==> src/pgku_ram.sv <==
`default_nettype none
// ----------------------------------------------------------------------------
// pgku_ram
// Simple dual-port RAM: one write port, one read port with registered data.
// ----------------------------------------------------------------------------
module pgku_ram #(
	parameter int WIDTH = 8,
	parameter int DEPTH = 16
) (
	input  wire logic                     clk,
	input  wire logic                     wr_en,
	input  wire logic [$clog2(DEPTH)-1:0] wr_addr,
	input  wire logic [WIDTH-1:0]         wr_data,
	input  wire logic                     rd_en,
	input  wire logic [$clog2(DEPTH)-1:0] rd_addr,
	output logic [WIDTH-1:0]              rd_data
);

	logic [WIDTH-1:0] mem [DEPTH];

	always_ff @(posedge clk) begin
		if (wr_en)
			mem[wr_addr] <= wr_data;
		if (rd_en)
			rd_data <= mem[rd_addr];
	end

endmodule
`default_nettype wire

==> config.mk <==
export PLATFORM = sky130hd
export DESIGN_NAME = pgku_ram
export DESIGN_NICKNAME = d
export VERILOG_FILES = /design/src/pgku_ram.sv
export SDC_FILE = /design/constraint.sdc
export NUM_CORES = 1
export LEC_CHECK = 0
export ABC_AREA = 1
export BUFFER_PORTS_ARGS = -buffer_cell sky130_fd_sc_hd__buf_2
export CORE_MARGIN = 8
export CORE_UTILIZATION = 55
export DETAILED_ROUTE_END_ITERATION = 10
export PLACE_DENSITY_LB_ADDON = 0.08
export RECOVER_POWER = 100
export SLEW_MARGIN = 10
export SYNTH_ARGS = -nofsm -noshare
export SYNTH_HDL_FRONTEND = slang
export SYNTH_SLANG_ARGS = --single-unit
==> constraint.sdc <==
create_clock -name clk -period 1 [get_ports clk]
set_input_delay 0.05 -clock clk [delete_from_list [all_inputs] [get_ports clk]]
set_output_delay 0.05 -clock clk [all_outputs]
set_load 0.1 [all_outputs]
# Word level (Yosys, flattened, before mapping)
# Memories as Yosys holds them, arrays and structs flattened. A register that Yosys moved wholly into a read port is not among the register bits.
# Cells that the tools add are included.
[op_classes]
muxes = 2
[op_table]
columns = ["op", "n"]
rows = [
  ["two-way mux 1 bit", 2],
]
[word_totals]
regBits = 0
ram_bits = 128
input_bits = 19
out_inout_bits = 8
wordCells = 3
memories = 1
[mem_list]
columns = ["name", "words", "word_bits", "rd", "rd_ports_with_merged_regs", "wr", "line_no", "text"]
rows = [
  ["mem", 16, 8, 1, 1, 1, "19", "logic [WIDTH-1:0] mem [DEPTH];"],
]

# Logic depth before layout (Yosys ltp)
# Gate-level depths: netlist (run 1).
[logic_depth]
ltp_word = 2
mapped_depth = 8
depth_no_buf = 7

# Least setup slack after synthesis (run 1)
# OpenSTA, ideal clock, no wires.
[synth_timing]
kind = "input-to-reg"
startpoint = "in wr_addr[3]"
endpoint = "mem mem[4][0] (enable)"
setup_ps = 370
t_arrival_ps = 631
t_required_ps = 630
setup_slack_ps = -1
path_stages = 2
n_path_buf = 0
cell_sequence = "nand3b_1 > nor2_1"
[synth_lines]
columns = ["element", "line_no", "text"]
rows = [
  ["start: declaration", "12", "input wire logic [$clog2(DEPTH)-1:0] wr_addr,"],
  ["end: declaration", "19", ""],
]
# Straight into the memory's write port.

# Final worst setup path (run 1)
[layout_timing]
startpoint = "reg rd_data[5] (read register of mem)"
endpoint = "out rd_data[5]"
[layout_lines]
columns = ["element", "line_no", "text"]
rows = [
  ["start: declaration", "16", "output logic [WIDTH-1:0] rd_data"],
]
# No word-level cell between the ends.

==> results of run 1 <==
-- sequential cells by signal, summed over array words and instances, names as in the netlist --
signal and flops:
mem 128, rd_data 8
-- report_power, final --
| part | switching, uW | internal (uW) | leakage (uW) |
|---|---|---|---|
| Combinational | 838 | 417 | 0.00161 |
| Sequential | 55.4 | 6430 | 0.00124 |
| Clock | 2210 | 3770 | 0.000273 |
-- cell usage after synthesis, drive strengths merged --
master | count | share of area, %
nand3b | 2 | 0.26
edfxtp | 136 | 70
nand3 | 97 | 8.3
inv | 102 | 6.5
nand2 | 173 | 11
nor2 | 17 | 1.1
buf | 24 | 2.8
-- worst paths after layout --
check | end | slack (ps) | cells past startpoint
max | rd_data[5] | -240 | 1
min | rd_data[4] | 100 | 4
max reg2reg | rd_data[5] | -110 | 6
min reg2reg | rd_data[2] | 750 | 6
-- cell families (layout without fill, tap and decap cells) --
family	count (synthesis)	count (layout)	share of synthesized area (%)
and+or+nand+nor	289	289	20.8
DFF	136	136	69.8
buffers and inverters	126	199	9.39
-- what timing repair did --
action / 4_1_cts / 5_1_grt
gates resized for setup: 35 / 34
hold buffers: 9 / 0
hold endpoints to repair: 136 / 0
pin swaps: 33 / 21
endpoints found under the setup margin: 16 / 16
-- worst reg2reg max path: cells and delay by family (launching register included) --
family / cells / cell delay, ps
buf+inv: 1 / 70
flops: 1 / 380
simple gates: 5 / 410
-- layer usage --
layer | vias up | wire (um) | share of wire [%]
met3 | 36 | 948 | 6.7
met5 | - | 0 | 0
met2 | 168 | 7000 | 49
met4 | 0 | 361 | 2.6
met1 | 1977 | 5850 | 41
li1 | 1905 | - | -
-- per-stage QoR --
stage | setup slack, ps | util [%] | power [uW]
final | -243 | 70.9 | 13700
after global routing | -257 | 70.9 | 14100
after CTS | -255 | 70.2 | 13700
after detailed placement | -224 | 62.3 | 7720
after global placement | -212 | 62.3 | 7700
after floorplan | -0.845 | - | 7220
-- final cells by class --
cell class                 count  area [um^2]  share of cell area [%]
clock buffer                  22          433                    5.91
clock inverter                 9          126                    1.73
inverter                     102          383                    5.23
multi-input combinational    289         1520                    20.8
sequential                   136         4080                    55.8
tap                          136          170                    2.32
timing repair buffer          66          604                    8.25
==> metrics.yaml, run 1 <==
worst_setup_path:
  worstPathArrival_ps: 1190
  critical_path_buffer_and_inverter_count: 1
  path_delay_family: "flip-flops"
  delay_of_the_slowest_critical_path_stage_ps: 460
  critPathRequiredTime_ps: 950
  crit_path_start: "rd_data[5]"
  path_cells: "buf_12"
  worstSetupEndpointType: "primary output"
  critical_path.reg2reg.startpoint: "mem[5][5]"
  critical-path-slowest-cell: "sky130_fd_sc_hd__edfxtp_1"
  criticalPathCategory: "flip-flop to primary output"
  start_kind: "flip-flop"
  critical_path.max_fanout: 1
timing:
  whs_ps: 101
  final.setup_skew_ps: 4.51
  relSlewSlack_pct: 57.2
  timing.final.max_slew_violations: 0
  finalWorstPathRequiredPeriod_ps: 1240
  unrepaired_setup_endpoints_after_global_routing: "yes"
  fmaxAchievable_mhz: 805
  finalSetupViolations: 16
  setup_total_negative_slack_ps: -2150
  worst_pin_slew_ps: 642
  fin_crit_share_pct: 124
  timing_hold_violations_final: 0
  setup_ws_ps: -243
floorplan:
  floorplan_die_area_mm2: 0.0142
  floorplan.rows: 37
  chipHeight_um: 119
  initial_utilization_pct: 56.6
  top_level_ports: 27
  x_dimension_of_the_die_um: 119
  core-area_mm2: 0.0103
cells_and_area:
  final.fill_count: 747
  design.final.nets: 631
  mostFrequentLayoutCell: "sky130_fd_sc_hd__nand2_1"
  fraction_of_layout_cells_with_a_size_suffix_above_1_pct: 21.2
  area_growth_syn_to_layout_pct: 25.3
  antenna-diode-count: 0
  final_cell_mix: "sky130_fd_sc_hd__nand2_1, sky130_fd_sc_hd__edfxtp_1, sky130_fd_sc_hd__inv_1"
  fin_area_mm2: 0.00732
  finalNonFillerCells: 760
clocking:
  clock-sinks: 136
  tritoncts: "done"
  max-clock-path-buffers: 2
  cts_max_level: 4
  cts_setup_buffers: 0
  clkLatencyLatePin_ps: 520
  cts_inserted_buffers: 17
  worst_setup_hold_path_clk_slew_ps: 60
  clock_tree.root_cell: "sky130_fd_sc_hd__clkbuf_8"
yosys:
  synth.avg_cell_area_um2: 10.6
  yosys_warnings: 0
  ys_types: 11
  postSynthRegisterBits: 136
  synth_sequential_area_ratio_pct: 69.8
  synthesis.area_mm2: 0.00585
  cell_count_after_synthesis: 551
  syn_nets: 570
route:
  drt_iter0_markers: 384
  drt.antenna.violating_nets: 0
  drtPass1Iterations: 5
  detailroute.via_count: 4086
  drt_wl_total_um: 14200
  post_drt_via_cell_ratio: 5.38
  drt_drc_violations_left: 0
  wire_per_inst_um: 18.6
grt:
  grt_max_degree: 35
  grt_pass1_wl_um: 22200
  antenna_violations_before_repair: 0
  grt_pass1_vias: 4067
  grt.busiest_layer: "met2"
  grtUsageMet3_pct: 5.20
  grt.met2_usage_pct: 33.5
  grt_use_met1_pct: 25.9
  global_route.overflow_total: 0
  groute.usage.overall_pct: 20.8
placed_design:
  number_of_buffer_cells_added_on_primary_ports: 26
  post_dp_cell_area_mm2: 0.00643
  globalplace.congestion: 0.960
  dp_hpwl_um: 8760
  placed_cell_count: 720
pwr:
  p_leak_uw: 0.00311
  ir_worst_vdd_mv: 1.05
  cellPowerDensity_mw_per_mm2: 1870
hold_path:
  hold_path.class: "primary input to flip-flop"
  hold_start: "rd_addr[3]"
status:
  run_status: "finished with violations"
  violated_checks: "setup timing"
run:
  drv.max_cap_violation_count: 0
(Power assumes the default switching activity.)
==> run 2, diff against run 1 <==
- ABC_AREA: 1 -> 0
- CORE_UTILIZATION: 55 -> 54
- SKIP_LAST_GASP: default -> 1
==> metrics.yaml, run 2 <==
status:
  run_status: "finished with violations"
  violated_checks: "setup timing"
cells_and_area:
  mostFrequentLayoutCell: "sky130_fd_sc_hd__edfxtp_1"
  largest_register: "mem"
  antenna-diode-count: 0  # unchanged
  largest_register_ffs: 128  # unchanged
  final.fill_count: 654  # -12%
  reg_top3: "mem: 128 flops, rd_data: 8 flops"
  area_growth_syn_to_layout_pct: 25.3  # about the same
  design.final.nets: 331  # -48%
  fraction_of_layout_cells_with_a_size_suffix_above_1_pct: 32.6  # +11 points
  final_cell_mix: "sky130_fd_sc_hd__edfxtp_1, sky130_fd_sc_hd__mux4_2, sky130_fd_sc_hd__clkbuf_1"
  fin_area_mm2: 0.00655  # -11%
floorplan:
  core-area_mm2: 0.00959  # -7.1%
  top_level_ports: 27  # unchanged
  initial_utilization_pct: 54.5  # -2.1 points
  floorplan_die_area_mm2: 0.0131  # -7.8%
  floorplan.rows: 36  # -2.7%
  x_dimension_of_the_die_um: 114  # -4.0%
  chipHeight_um: 114  # -4.0%
pwr:
  total_design_power_uw: 14400  # +4.6%
  ir_worst_vdd_mv: 1.42  # +36%
  p_leak_uw: 0.00215  # -31%
  cellPowerDensity_mw_per_mm2: 2190  # +17%
route:
  met2WireLength_um: 5440  # -22%
  m1WireLength_um: 4390  # -25%
  highest_layer: "met4"
  wire_per_inst_um: 23.2  # +25%
  met3_wl_post_dr_um: 622  # -34%
  drt_iter0_markers: 177  # -54%
  detailroute.via_count: 2580  # -37%
  drtPass1Iterations: 4  # -1
  drt.antenna.violating_nets: 0  # unchanged
  drt_drc_violations_left: 0  # unchanged
  drt_wl_total_um: 10600  # -25%
  post_drt_via_cell_ratio: 5.63  # +4.8%
yosys:
  post_synth_main_area_contributors: "sky130_fd_sc_hd__edfxtp_1, sky130_fd_sc_hd__mux4_2, sky130_fd_sc_hd__mux4_1"
  postSynthRegisterBits: 136  # unchanged
  most_frequent_cells_after_synthesis: "sky130_fd_sc_hd__edfxtp_1, sky130_fd_sc_hd__mux4_2, sky130_fd_sc_hd__a22oi_1"
  ys_types: 18  # +7
  async_reset_ff_share_pct: 0  # unchanged
  synth_sequential_area_ratio_pct: 78.1  # +8.3 points
  syn_nets: 248  # -56%
  synth-edff-count: 136  # unchanged
  yosys_warnings: 0  # unchanged
  synthDominantCellAreaShare_pct: 78.1  # +8.3 points
  dominant_synthesized_flop_cell: "sky130_fd_sc_hd__edfxtp_1"
  cell_count_after_synthesis: 229  # -58%
  synth.most_common_cell: "sky130_fd_sc_hd__edfxtp_1"
  synth.avg_cell_area_um2: 22.8  # +120%
  synth_largest_area_cell: "sky130_fd_sc_hd__edfxtp_1"
  synthesis.area_mm2: 0.00523  # -11%
worst_setup_path:
  critical_path.max_fanout: 1  # unchanged
  worstSetupEndpointType: "flip-flop"
  criticalPathCategory: "flip-flop to flip-flop"
  critPathRequiredTime_ps: 1270  # +320 ps
  start_kind: "flip-flop"
  reg2reg_setup_slack_ps: -450  # -340 ps
  worstPathArrival_ps: 1720  # +530 ps
grt:
  grt_max_degree: 23  # -34%
  global_route.overflow_total: 0  # unchanged
  grt_pass1_vias: 2779  # -32%
  grt_pass1_wl_um: 16400  # -26%
  antenna_violations_before_repair: 0  # unchanged
  groute.usage.overall_pct: 17.8  # -3.0 points
timing:
  final.setup_skew_ps: 5.23  # +0.728 ps
  finalSetupViolations: 24  # +8
  unrepaired_setup_endpoints_after_global_routing: "yes"
  finalWorstPathRequiredPeriod_ps: 1450  # +212 ps
  setup_ws_ps: -455  # -212 ps
  fin_crit_share_pct: 145  # +21 points
  worst_pin_slew_ps: 989  # +347 ps
  whs_ps: 85.4  # -16.0 ps
  timing_hold_violations_final: 0  # unchanged
  relSlewSlack_pct: 33.9  # -23 points
  fmaxAchievable_mhz: 687  # -15%
  timing.final.max_slew_violations: 0  # unchanged
clocking:
  clkLatencyLatePin_ps: 520  # about the same
  clock_tree.root_cell: "sky130_fd_sc_hd__clkbuf_8"
  cts_inserted_buffers: 17  # unchanged
  worst_setup_hold_path_clk_slew_ps: 60  # about the same
  clock-sinks: 136  # unchanged
  cts_max_level: 4  # unchanged
  tritoncts: "done"
  max-clock-path-buffers: 2  # unchanged
run:
  drv.max_cap_violation_count: 0  # unchanged
placed_design:
  post_dp_cell_area_mm2: 0.00603  # -6.3%
  pre_cts_slack_ps: -581  # -356 ps
  globalplace.congestion: 0.753  # -21%
  number_of_buffer_cells_added_on_primary_ports: 26  # unchanged
  dp_hpwl_um: 6760  # -23%
hold_path:
  hold_path.class: "primary input to flip-flop"
-- run 2: cell count changes after synthesis, moves of 4 or more --
| cell | delta |
|---|---|
| sky130_fd_sc_hd__mux4_1 | +14 |
| sky130_fd_sc_hd__nor3_1 | +4 |
| sky130_fd_sc_hd__nand3_1 | -96 |
| sky130_fd_sc_hd__nand2_1 | -164 |
| sky130_fd_sc_hd__inv_1 | -100 |
| sky130_fd_sc_hd__nor2_1 | -4 |
| sky130_fd_sc_hd__buf_2 | -10 |
| sky130_fd_sc_hd__mux4_2 | +18 |
| sky130_fd_sc_hd__a22oi_1 | +16 |
-- run 2: worst paths after layout --
kind                            startpoint          to  cells after the start
worst max-delay path             mem[3][1]  rd_data[1]                      3
worst min-delay path            wr_addr[0]   mem[4][1]                      3
worst max register to register   mem[3][1]  rd_data[1]                      3
worst min register to register  mem[15][2]  rd_data[2]                      3
-- run 2: cell type report --
type                    count  area (um^2)  share of cell area (%)
flip-flops and latches    136         4080                    62.3
multi-input cells          83         1050                    16.0
repair buffers             74          593                    9.05
clock buffers              17          414                    6.32
clock inverters            15          248                    3.78
well taps                 133          166                    2.54
-- run 2: repair_timing --
item / in CTS / in global routing
resized for setup: 7 / 0
hold endpoints to repair: 136 / 0
setup endpoints to repair: 16 / 16
hold buffers: 9 / 0
pin swaps: 2 / 2
setup buffers: 0 / 0
-- run 2: critical path, stage by stage, from the launching register on --
cell and delay, ps:
sky130_fd_sc_hd__edfxtp_1 380, sky130_fd_sc_hd__mux4_2 500, sky130_fd_sc_hd__a22oi_2 240, sky130_fd_sc_hd__nand2_1 90
-- run 2: logic make-up (layout without fill, tap and decap cells) --
kind of cell | count (synthesis) | after routing | synth area share [%]
compound gates | 16 | 16 | 2.30
buf+inv | 10 | 106 | 1.65
flops | 136 | 136 | 78.1
mux | 32 | 32 | 14.8
simple gates | 35 | 35 | 3.14
-- run 2: through the flow --
stage,setup TNS [ps],std cells,utilization [%]
final,-5190,458,68.3
after global placement,-32230,417,62.8
after global routing,-6320,458,68.3
after CTS,-4780,458,71.0
after detailed placement,-34200,417,62.8
after floorplan,-4380,229,-
-- run 2: per-layer routing --
layer | track usage, % | up-vias
li1 | - | 1139
met1 | 21.6 | 1333
met2 | 29.4 | 92
met3 | 4.85 | 16
met4 | 7.36 | 0
met5 | 0 | -
-- run 2: power breakdown --
group | switching (uW) | internal (uW) | leakage, uW | total, uW
combinational | 573 | 399 | 0.000602 | 972
sequential | 48.8 | 6430 | 0.00124 | 6480
clock | 2340 | 4560 | 0.000315 | 6910
